### src/sv/omct_pkg.sv
// Shared types and constants for the optical media change tracker.
// Holds the input and result word layouts, item kinds and event codes.
// No dependencies.
`timescale 1ns / 1ps

package omct_pkg;

    // The generation counter width can be set from 8 to 64 bits.
    localparam int GEN_W = 64;

    // Item kinds carried in the kind field.
    typedef enum logic [1:0] {
        KIND_EVENT   = 2'd0,
        KIND_SENSE   = 2'd1,
        KIND_READY   = 2'd2,
        KIND_SESSION = 2'd3
    } kind_t;

    // Observed event codes reported in the result word.
    localparam logic [2:0] EV_NONE    = 3'd0;
    localparam logic [2:0] EV_EJECT   = 3'd1;
    localparam logic [2:0] EV_NEW     = 3'd2;
    localparam logic [2:0] EV_REMOVAL = 3'd3;
    localparam logic [2:0] EV_CHANGED = 3'd4;

    // Event response header fields.
    localparam logic [7:0]  EV_MIN_LEN      = 8'd4;
    localparam logic [7:0]  EV_FULL_LEN     = 8'd8;
    localparam logic [2:0]  EV_CLASS_MEDIA  = 3'd4;
    localparam logic [15:0] EV_MIN_PAYLOAD  = 16'd6;

    // Sense response codes and lengths.
    localparam logic [6:0] RC_FIXED_CUR  = 7'h70;
    localparam logic [6:0] RC_FIXED_DEF  = 7'h71;
    localparam logic [6:0] RC_DESC_CUR   = 7'h72;
    localparam logic [6:0] RC_DESC_DEF   = 7'h73;
    localparam logic [7:0] FIXED_MIN_LEN = 8'd14;
    localparam logic [7:0] DESC_MIN_LEN  = 8'd4;

    // Sense keys and additional sense codes of interest.
    localparam logic [3:0] KEY_NOT_READY  = 4'h2;
    localparam logic [3:0] KEY_UNIT_ATTN  = 4'h6;
    localparam logic [7:0] ASC_NO_MEDIUM  = 8'h3a;
    localparam logic [7:0] ASC_CHANGED    = 8'h28;

    // One input word.
    typedef struct packed {
        logic [1:0]  kind;
        logic [7:0]  response_length;
        logic [7:0]  head_byte0;
        logic [7:0]  head_byte1;
        logic [7:0]  head_byte2;
        logic [7:0]  head_byte4;
        logic [7:0]  sense_byte12;
        logic [63:0] gen_seen;
    } in_word_t;

    // One result word.
    typedef struct packed {
        logic [63:0] generation;
        logic        eject_pending;
        logic [2:0]  media_event;
        logic        decode_ok;
        logic [3:0]  decoded_key;
        logic [7:0]  decoded_asc;
        logic        media_absent;
        logic        transitioned;
    } out_word_t;

    // Decoder results and the state updates they request.
    typedef struct packed {
        logic [2:0] ev;
        logic       ok;
        logic [3:0] key;
        logic [7:0] asc;
        logic       absent;
        logic       set_absent;
        logic       set_change;
        logic       set_eject;
        logic       clr_latches;
        logic       clr_eject;
    } decode_t;

endpackage

### src/sv/omct_decode.sv
// Combinational decoder for one input word of the media change tracker.
// Parses event responses and sense data; depends on omct_pkg.
`timescale 1ns / 1ps

module omct_decode
    import omct_pkg::*;
(
    input  in_word_t item,
    output decode_t  dec
);

    logic [15:0] payload;
    logic [3:0]  ev_code;
    logic [6:0]  resp_code;
    logic        fixed_ok;
    logic        desc_ok;
    logic        ev_hdr_ok;

    // Event response header checks.
    assign payload   = {item.head_byte0, item.head_byte1};
    assign ev_code   = item.head_byte4[3:0];
    assign ev_hdr_ok = (item.head_byte2[2:0] == EV_CLASS_MEDIA) &&
                       (payload >= EV_MIN_PAYLOAD) &&
                       (item.response_length >= EV_FULL_LEN);

    // Sense format detection; bit 7 of the response code is ignored.
    assign resp_code = (item.response_length != 8'd0) ? item.head_byte0[6:0] : 7'd0;
    assign fixed_ok  = ((resp_code == RC_FIXED_CUR) || (resp_code == RC_FIXED_DEF)) &&
                       (item.response_length >= FIXED_MIN_LEN);
    assign desc_ok   = ((resp_code == RC_DESC_CUR) || (resp_code == RC_DESC_DEF)) &&
                       (item.response_length >= DESC_MIN_LEN);

    always_comb begin
        dec = '0;
        case (kind_t'(item.kind))
            KIND_EVENT: begin
                if (item.response_length >= EV_MIN_LEN) begin
                    if (item.head_byte2[7]) begin
                        dec.ok = 1'b1;
                    end else if (ev_hdr_ok) begin
                        dec.ok = 1'b1;
                        if ((ev_code >= 4'd1) && (ev_code <= 4'd4)) begin
                            dec.ev = ev_code[2:0];
                        end
                    end
                end
                dec.set_eject  = (dec.ev == EV_EJECT);
                dec.set_change = (dec.ev == EV_NEW) || (dec.ev == EV_REMOVAL) ||
                                 (dec.ev == EV_CHANGED);
            end
            KIND_SENSE: begin
                if (fixed_ok) begin
                    dec.ok  = 1'b1;
                    dec.key = item.head_byte2[3:0];
                    dec.asc = item.sense_byte12;
                end else if (desc_ok) begin
                    dec.ok  = 1'b1;
                    dec.key = item.head_byte1[3:0];
                    dec.asc = item.head_byte2;
                end
                dec.absent     = dec.ok && (dec.key == KEY_NOT_READY) &&
                                 (dec.asc == ASC_NO_MEDIUM);
                dec.set_absent = dec.absent;
                dec.set_change = dec.ok && (dec.key == KEY_UNIT_ATTN) &&
                                 (dec.asc == ASC_CHANGED);
            end
            KIND_READY: begin
                dec.clr_latches = 1'b1;
            end
            default: begin
                dec.clr_eject = 1'b1;
            end
        endcase
    end

endmodule

### src/sv/omct_state.sv
// Tracker state: generation counter and the absence, change and eject latches.
// Applies the decoder's requests; depends on omct_pkg.
`timescale 1ns / 1ps

module omct_state
    import omct_pkg::*;
(
    input  logic             aclk,
    input  logic             aresetn,
    input  logic             update,
    input  decode_t          dec,
    output logic [GEN_W-1:0] gen_next,
    output logic             eject_next
);

    logic [GEN_W-1:0] gen_reg;
    logic             absent_reg;
    logic             change_reg;
    logic             eject_reg;
    logic             absent_next;
    logic             change_next;
    logic             bump;

    // A notice bumps the generation only when neither latch is set yet.
    assign bump = (dec.set_absent || dec.set_change) && !absent_reg && !change_reg;

    always_comb begin
        gen_next = gen_reg;
        if (bump) begin
            if (gen_reg == {GEN_W{1'b1}}) begin
                gen_next = {{(GEN_W-1){1'b0}}, 1'b1};
            end else begin
                gen_next = gen_reg + {{(GEN_W-1){1'b0}}, 1'b1};
            end
        end
    end

    // Latch updates.
    always_comb begin
        absent_next = (absent_reg || dec.set_absent) && !dec.clr_latches;
        change_next = (change_reg || dec.set_change) && !dec.clr_latches;
        eject_next  = eject_reg;
        if (dec.set_eject) begin
            eject_next = 1'b1;
        end else if (dec.set_absent || dec.set_change || dec.clr_eject) begin
            eject_next = 1'b0;
        end
    end

    always_ff @(posedge aclk) begin
        if (!aresetn) begin
            gen_reg    <= '0;
            absent_reg <= 1'b0;
            change_reg <= 1'b0;
            eject_reg  <= 1'b0;
        end else if (update) begin
            gen_reg    <= gen_next;
            absent_reg <= absent_next;
            change_reg <= change_next;
            eject_reg  <= eject_next;
        end
    end

endmodule

### src/sv/optical_media_change_tracker_core.sv
// Top level of the optical media change tracker.
// Input register, decoder, state update and result register; uses omct_pkg,
// omct_decode and omct_state.
//
//   Port group | Dir | Handshake        | Word
//   s_*        | in  | s_valid/s_ready  | in_word_t
//   m_*        | out | m_valid/m_ready  | out_word_t
//
// Each accepted word passes through the input register, then through decode and
// state update into the result register. One word per cycle is sustained while
// m_ready does not stall the result; the state update is applied on each advance.
// Reset (aresetn low at a clock edge) clears both registers' valid bits and
// all tracker state. A stall on m_ready holds the result; the input register
// then fills and s_ready drops until the result is taken.
`timescale 1ns / 1ps

module optical_media_change_tracker_core
    import omct_pkg::*;
(
    input  logic      aclk,
    input  logic      aresetn,
    input  logic      s_valid,
    output logic      s_ready,
    input  in_word_t  s_data,
    output logic      m_valid,
    input  logic      m_ready,
    output out_word_t m_data
);

    in_word_t         in_data_reg;
    logic             in_valid_reg;
    out_word_t        out_data_reg;
    logic             out_valid_reg;
    out_word_t        out_data_next;
    logic             advance;
    decode_t          dec;
    logic [GEN_W-1:0] gen_next;
    logic             eject_next;
    logic [63:0]      gen_wide;

    // A word moves to the result register when that register is free or drains.
    assign advance = in_valid_reg && (!out_valid_reg || m_ready);
    assign s_ready = !in_valid_reg || advance;

    omct_decode u_decode (
        .item (in_data_reg),
        .dec  (dec)
    );

    omct_state u_state (
        .aclk       (aclk),
        .aresetn    (aresetn),
        .update     (advance),
        .dec        (dec),
        .gen_next   (gen_next),
        .eject_next (eject_next)
    );

    // Assemble the result word from the decode and the updated state.
    assign gen_wide = 64'(gen_next);

    always_comb begin
        out_data_next.generation    = gen_wide;
        out_data_next.eject_pending = eject_next;
        out_data_next.media_event   = dec.ev;
        out_data_next.decode_ok     = dec.ok;
        out_data_next.decoded_key   = dec.key;
        out_data_next.decoded_asc   = dec.asc;
        out_data_next.media_absent  = dec.absent;
        out_data_next.transitioned  = (gen_wide != in_data_reg.gen_seen) || eject_next;
    end

    // Valid bits.
    always_ff @(posedge aclk) begin
        if (!aresetn) begin
            in_valid_reg  <= 1'b0;
            out_valid_reg <= 1'b0;
        end else begin
            if (s_ready) begin
                in_valid_reg <= s_valid;
            end
            if (advance) begin
                out_valid_reg <= 1'b1;
            end else if (m_ready) begin
                out_valid_reg <= 1'b0;
            end
        end
    end

    // Payload registers.
    always_ff @(posedge aclk) begin
        if (s_ready && s_valid) begin
            in_data_reg <= s_data;
        end
        if (advance) begin
            out_data_reg <= out_data_next;
        end
    end

    assign m_valid = out_valid_reg;
    assign m_data  = out_data_reg;

endmodule

### config.mk
export PLATFORM = sky130hd
export DESIGN_NAME = optical_media_change_tracker_core
export DESIGN_NICKNAME = d
export VERILOG_FILES = /design/src/sv/omct_pkg.sv /design/src/sv/omct_decode.sv /design/src/sv/omct_state.sv /design/src/sv/optical_media_change_tracker_core.sv
export SDC_FILE = /design/constraint.sdc
export NUM_CORES = 1
export LEC_CHECK = 0
export BUFFER_PORTS_ARGS = -buffer_cell sky130_fd_sc_hd__buf_2
export CAP_MARGIN = 20
export CORE_UTILIZATION = 55
export DETAILED_ROUTE_END_ITERATION = 7
export MAX_ROUTING_LAYER = met4
export PLACE_DENSITY = 0.86
export SLEW_MARGIN = 20
export SYNTH_ARGS = -nofsm -noshare
export SYNTH_HDL_FRONTEND = slang
export SYNTH_HIERARCHICAL = 1
export SYNTH_SLANG_ARGS = --single-unit
export TNS_END_PERCENT = 50
### constraint.sdc
create_clock -name aclk -period 16.7 [get_ports aclk]
set_input_delay 2.505 -clock aclk [delete_from_list [all_inputs] [get_ports aclk]]
set_output_delay 2.505 -clock aclk [all_outputs]
set_load 0.1 [all_outputs]
Word level (Yosys, flattened, before mapping). Index checks and enable logic that the tools add are counted.

Register bits after elaboration: 262. Input port bits: 118. Output and inout bits: 85.

$add $sub $neg: 1. Order comparisons: 6. Eq/ne operators: 17. Multiplexer cells: 22. Reduce and logical (&&, ||, !) cells: 35.

Operators with widths (number): two-way mux 64 bit (2); adder 64 x 1 -> 64 bit (second input constant) (1); == test 64 bit (second input constant) (1); inequality test 64 bit (1); two-way mux 13 bit (3); == test 7 bit (second input constant) (4); == test 8 x 6 -> 1 bit (second input constant) (2); greater-or-equal comparator 16 x 3 -> 1 bit (second input constant) (1); greater-or-equal comparator 8 x 4 -> 1 bit (second input constant) (2); logical AND 1 bit (15); two-way mux 4 bit (3); logical OR 1 bit (11); two-way mux 1 bit (9); greater-or-equal comparator 8 x 3 -> 1 bit (second input constant) (1); nonzero test 8 bit (1); two-way mux 7 bit (1); == test 3 x 2 -> 1 bit (second input constant) (2); == test 3 bit (second input constant) (2); two-way mux 3 bit (2); zero test 1 bit (5); == test 4 x 2 -> 1 bit (second input constant) (1); == test 4 x 3 -> 1 bit (second input constant) (1); greater-or-equal comparator 4 x 1 -> 1 bit (second input constant) (1); <= comparator 4 x 3 -> 1 bit (second input constant) (1); 7 further kinds (8).

Logic depth before layout (Yosys ltp). Gate-level depths: netlist (run 1).

Depth after elaboration: 18. Depth in mapped cells: 23.

Hierarchy. The synthesis (run 1) kept the hierarchy.

Modules (own cells, without submodules): optical_media_change_tracker_core (times used 1, cells each 292, area an instance 6692.7 um^2, seq. area each 5955.7 um^2); omct_state (times used 1, cells each 648, area an instance 4909.7 um^2, seq. area each 1341.3 um^2); omct_decode (times used 1, cells each 92, area an instance 584.3 um^2, seq. area each 0.0 um^2).

Worst setup path after synthesis (run 1). Ideal clock, no wire load.

Kind: input -> register. Start: in m_ready. End: reg u_state.gen_reg[13]. Library setup time: 0.117 ns. Arrival time: 8.728 ns. Path slack: 7.855 ns. Stages: 6. Buffers on the path: 1. Cell sequence: nor2b_1 > nor2b_1 > nand4_1 > o31ai_4 > buf_2 > nor2_1.

Word-level cells in the longest chain between the ends: 2.

RTL lines: start, declared (RTL line optical_media_change_tracker_core.sv:26) `input logic m_ready,`; logical OR 1 bit (RTL line optical_media_change_tracker_core.sv:42) `assign advance = in_valid_reg && (!out_valid_reg || m_ready);`; logical AND 1 bit (RTL line optical_media_change_tracker_core.sv:42); named net advance (RTL line optical_media_change_tracker_core.sv:35) `logic advance;`; end signal, assigned (RTL line omct_state.sv:57) `gen_reg <= gen_next;`; end, declared (RTL line omct_state.sv:16) `logic [GEN_W-1:0] gen_reg;`.

The timed path passes the listed nets, and every way through them passes these cells. A chain may end at the register's enable or synchronous reset.

==> results of run 1 <==
==> cell usage in the layout (no fill, tap or decap), drive strengths merged, types with 14 or more instances in the layout <==
master and count:
and2 30, nor3 30, buf 204, clkbuf 40, nand3 56, nor2 86
a21oi 14, xor2 89, and4 25, nand2 63, dfxtp 69, xnor2 72
nor4 28, nand4 53, edfxtp 192, and3 26
==> tightest hold or removal path, delay by kind of cell, from the launching register on <==
kind,cells,cell delay (ps)
and+or+nand+nor,1,70
DFF,1,350
AOI/OAI and AO/OA,1,50
==> power breakdown <==
group	switching (mW)	leakage [nW]	internal, mW
Combinational	0.104	2.34	0.0245
Sequential	0.0110	2.35	0.723
Clock	0.244	0.451	0.365
==> path summary, 6_finish.rpt <==
check | startpoint | end | slack (ps) | cells after the start
setup reg to reg | in_data_reg[108]$_DFFE_PP_ | m_data[0]$_DFFE_PP_ | 9580 | 16
hold / removal | u_state/change_reg$_SDFFE_PN0P_ | u_state/change_reg$_SDFFE_PN0P_ | 500 | 2
hold reg to reg | u_state/change_reg$_SDFFE_PN0P_ | u_state/change_reg$_SDFFE_PN0P_ | 500 | 2
setup / recovery | in_data_reg[108]$_DFFE_PP_ | m_data[0]$_DFFE_PP_ | 9580 | 16
==> layer usage <==
layer	routed length, um	global-route usage
met1	11700	0.335
met5	0	-
met2	13900	0.432
met4	1340	0.123
met3	2420	0.0454
==> per-stage QoR <==
step           power, mW  cell area, um^2
2_1_floorplan      0.845            12000
3_3_place_gp       0.874            13200
3_5_place_dp       0.877            13200
4_1_cts             1.48            14100
5_1_grt             1.51            14100
6_report            1.47            14100
==> cell type report <==
cell class / count / area (um^2)
inverters: 9 / 33.8
flip-flops and latches: 261 / 7150
clock buffers: 40 / 807
well taps: 275 / 344
clock inverters: 10 / 106
multi-input cells: 698 / 4590
fillers: 1608 / 7140
repair buffers: 204 / 1050
==> impl_metrics.toml, run 1 <==
[grt]
initial_antenna_violation_count = 0
overall_global_routing_usage = 0.270
overflow = 0
first_global_vias = 8485
global_route_wire_length_before_repair_mm = 44.8
maximum_number_of_pins_on_one_net_before_global_route_repair = 143

[cts]
postCtsSetupBuffers = 0
htree_num_levels = 1
path_clk_slew_ps = 60
ctsRootBufferMaster = "clkbuf_16"
numCtsBuffers = 27
post_cts.resized_instances = 0
clock_latency_ps = 540
cts.sink_count = 261
postCtsHoldBufs = 0
cts_max_path_buffers = 3
tritoncts = "done"

[timing]
rsz0062_at_grt = "no"
hold_viol = 0
timing.final.max_slew_violations = 0
setup-violations-final = 0
holdWs_ps = 502
slew_headroom = 0.326
final.setup.worst_slack_ps = 9580
layout_worst_path_cycle_share = 0.427
clock_skew_ps = 9.69
total_negative_setup_slacks_ps = 0
max_freq_ghz = 0.140
worst_slew_pin_slew_ps = 1000
timing.final.crit_period_ps = 7120

[layout]
n_antenna_cell = 0
drive_above_1_share = 0.220
area.growth.synth_to_final_pct = 17.0
core_occupancy_in_the_finished_layout = 0.664
stdcell_count = 1497
largest_register_ff_count = 109
nets = 1320

[worst_setup_path]
cp_data_required_time_ps = 16950
cp_cell_sequence = "or4_4 -> o211a_1 -> a221oi_2 -> o221ai_1 -> and3b_1 -> nor2_1 -> or3_1 -> or3_1 -> or2_1 -> nor2_4 -> nor2_1 -> xor2_1 -> nor4_1 -> nand4_1 -> nor4_1 -> nand4_1"
cp_data_arrival_time_ps = 7370
path_buf_inv = 0
worstSetupPathType = "register to register"
path_delay_family = "simple AND/OR/NAND/NOR gates"
worstPathMaxFanout = 29
worst_setup_path_start_kind = "register"
critical-path-max-stage-delay_ps = 750
cpMaxStageDelayCell = "nor4_1"
critPathCaptureType = "register"

[run]
cap_viol_max_count = 0

[route]
detail-route-antenna-nets = 0
detailedRoute.firstIterationViolations = 748
remaining_drcs = 0
wirelength_mm = 29.4
drt_pass1_iterations = 6
via_count_of_the_routed_design = 8869
routed_via_density = 5.92
drt-wirelength-per-cell_um = 19.6

[floorplanning]
die_outline_area_mm2 = 0.0225
floorplan.die.height_um = 150
start_util = 0.567
floorplan.core_area_mm2 = 0.0212
io-pin-count = 203
die_w_um = 150
fp-row-count = 53

[pwr]
irDropWorstVdd_v = 0.000125
p_leak_nw = 5.14
cellPowerDensity_mw_per_mm2 = 105

[placed_design]
place_worst_setup_slack_ps = 9680
routabilityCongestion = 0.928
post-place-cells = 1447
io_buffer_count = 197
hpwl_mm = 20.3

[hold_path]
worstHoldPathType = "register to register"

[run_status]
status = "finished clean"

[logic_synthesis]
avgSynthCellArea_um2 = 11.7
syn_area_mm2 = 0.0120
mappedNetlistNets = 1146
ys.warnings.count = 6
cell_count_after_synthesis = 1027
No activity file was read; power rests on OpenSTA's default activity.
==> inputs of run 2 (changes only) <==
--- a/config.mk
+++ b/config.mk
@@ -5,12 +5,13 @@
 export SDC_FILE = /design/constraint.sdc
 export NUM_CORES = 1
 export LEC_CHECK = 0
+export ABC_AREA = 1
 export BUFFER_PORTS_ARGS = -buffer_cell sky130_fd_sc_hd__buf_2
 export CAP_MARGIN = 20
-export CORE_UTILIZATION = 55
+export CORE_UTILIZATION = 52
 export DETAILED_ROUTE_END_ITERATION = 7
 export MAX_ROUTING_LAYER = met4
-export PLACE_DENSITY = 0.86
+export PLACE_DENSITY = 0.85
 export SLEW_MARGIN = 20
 export SYNTH_ARGS = -nofsm -noshare
 export SYNTH_HDL_FRONTEND = slang
==> constraint.sdc (replaced) <==
create_clock -name aclk -period 6.4 [get_ports aclk]
set_input_delay 0.96 -clock aclk [delete_from_list [all_inputs] [get_ports aclk]]
set_output_delay 0.96 -clock aclk [all_outputs]
set_load 0.1 [all_outputs]
==> run 2 against run 1 <==
Against the previous run: global-route usage is 0.84 points lower; worst hold slack better by 49 ps; power grew to 2.7 times the previous value; fmax is 52% higher; routed wire length is 9.3% higher; clock-buffer cell count is 1 higher; highest routed layer unchanged; first-iteration DRC count is 22% higher; largest power group unchanged; sequential share of layout area is 3.1 points lower; cell area is 6.6% higher; non-clock buffer count is 4 lower; final cell count is 36% higher.
==> impl_metrics.toml, run 2 <==
[run_status]
status = "finished clean"

[run]
cap_viol_max_count = 0

[cts]
cts_max_path_buffers = 3
postCtsHoldBufs = 0
numCtsBuffers = 27
tritoncts = "done"
ctsRootBufferMaster = "clkbuf_16"
postCtsSetupBuffers = 0
cts.sink_count = 261
path_clk_slew_ps = 60
htree_num_levels = 1
clock_latency_ps = 540
post_cts.resized_instances = 0

[layout]
fin_area_mm2 = 0.0150
nets = 1814
stdcell_count = 2040
n_antenna_cell = 0
largest_register_ff_count = 109
final_common_cell = "nand2_1"
drive_above_1_share = 0.186
area.growth.synth_to_final_pct = 16.8
mostFrequentLayoutCells = "347 x nand2_1, 247 x inv_1, 211 x nor2_1"

[route]
remaining_drcs = 0
detail-route-antenna-nets = 0
wirelength_mm = 32.1
drt_pass1_iterations = 5
drt-wirelength-per-cell_um = 15.7
routed_via_density = 5.05
detailedRoute.firstIterationViolations = 916
via_count_of_the_routed_design = 10304

[logic_synthesis]
avgSynthCellArea_um2 = 8.60
ys.warnings.count = 6
mappedNetlistNets = 1613
syn_area_mm2 = 0.0128
cell_count_after_synthesis = 1494

[floorplanning]
floorplan.core_area_mm2 = 0.0242
floorplan.die.height_um = 159
die_outline_area_mm2 = 0.0253
die_w_um = 159
fp-row-count = 57
start_util = 0.530
io-pin-count = 203

[placed_design]
routabilityCongestion = 0.965
post-place-cells = 1990
hpwl_mm = 23.1
io_buffer_count = 197
dpl_cell_area_mm2 = 0.0141

[timing]
slew_headroom = 0.318
rsz0062_at_grt = "no"
holdWs_ps = 551
total_negative_setup_slacks_ps = 0
timing.final.crit_period_ps = 4700
layout_worst_path_cycle_share = 0.734
setup-violations-final = 0
timing.final.max_slew_violations = 0
worst_slew_pin_slew_ps = 1020
clock_skew_ps = 11.6
max_freq_ghz = 0.213
hold_viol = 0

[pwr]
p_leak_nw = 6.46
irDropWorstVdd_v = 0.000234
cellPowerDensity_mw_per_mm2 = 268

[worst_setup_path]
cp_data_required_time_ps = 6670
worstSetupPathType = "register to register"
crit_path_frequent_cell = "nand2_1"
worstPathMaxFanout = 16
path_delay_family = "simple AND/OR/NAND/NOR gates"
path_buf_inv = 4
critPathCaptureType = "register"
critical-path-max-stage-delay_ps = 440
cpMaxStageDelayCell = "nor2_4"
cp_data_arrival_time_ps = 4970
worst_setup_path_start_kind = "register"

[grt]
global_route_wire_length_before_repair_mm = 50.3
initial_antenna_violation_count = 0
maximum_number_of_pins_on_one_net_before_global_route_repair = 100
first_global_vias = 9868
overflow = 0
overall_global_routing_usage = 0.261

[hold_path]
worstHoldPathType = "register to register"
[run 2: final timing paths]
kind                                   start                   end  slack [ps]  cells past startpoint
setup / recovery  in_data_reg[108]$_DFFE_PP_   m_data[0]$_DFFE_PP_        1700                     27
hold / removal     in_valid_reg$_SDFFE_PN0N_  m_valid$_SDFFE_PN0P_         550                      2
setup reg to reg  in_data_reg[108]$_DFFE_PP_   m_data[0]$_DFFE_PP_        1700                     27
hold reg to reg    in_valid_reg$_SDFFE_PN0N_  m_valid$_SDFFE_PN0P_         550                      2
[run 2: metrics by stage]
step	setup WS (ps)	total power [mW]	util
2_1_floorplan	190	2.39	-
3_3_place_gp	2020	2.49	0.583
3_5_place_dp	1870	2.51	0.583
4_1_cts	1750	4.05	0.619
5_1_grt	1350	4.15	0.619
6_report	1700	4.02	0.619
[run 2: cell type report]
cell class | count | area, um^2
clock buffer | 41 | 801
clock inverter | 9 | 77.6
fill | 2052 | 9240
inverter | 254 | 956
multi-input combinational | 951 | 4610
sequential | 261 | 7150
tap | 324 | 405
timing repair buffer | 200 | 1010
[run 2: power breakdown]
group          switching, mW  leakage, nW  internal, mW
clock                  0.638        0.424         0.904
combinational          0.367         3.59         0.118
sequential            0.0658         2.45          1.93
total                   1.07         6.46          2.95
[run 2: worst reg2reg max path, delay by kind of cell (launching register included)]
family	cells	cell delay (ps)
AO/OA/AOI/OAI	1	120
XOR/XNOR	1	220
buffers and inverters	4	260
flip-flops	1	420
AND/OR/NAND/NOR	21	3390
[run 2: per-layer routing]
layer	global-route usage	vias up	wire length, um
li1	-	5185	-
met1	0.322	4699	13600
met2	0.437	351	15700
met3	0.0372	69	1720
met4	0.0966	0	1100
met5	-	-	0
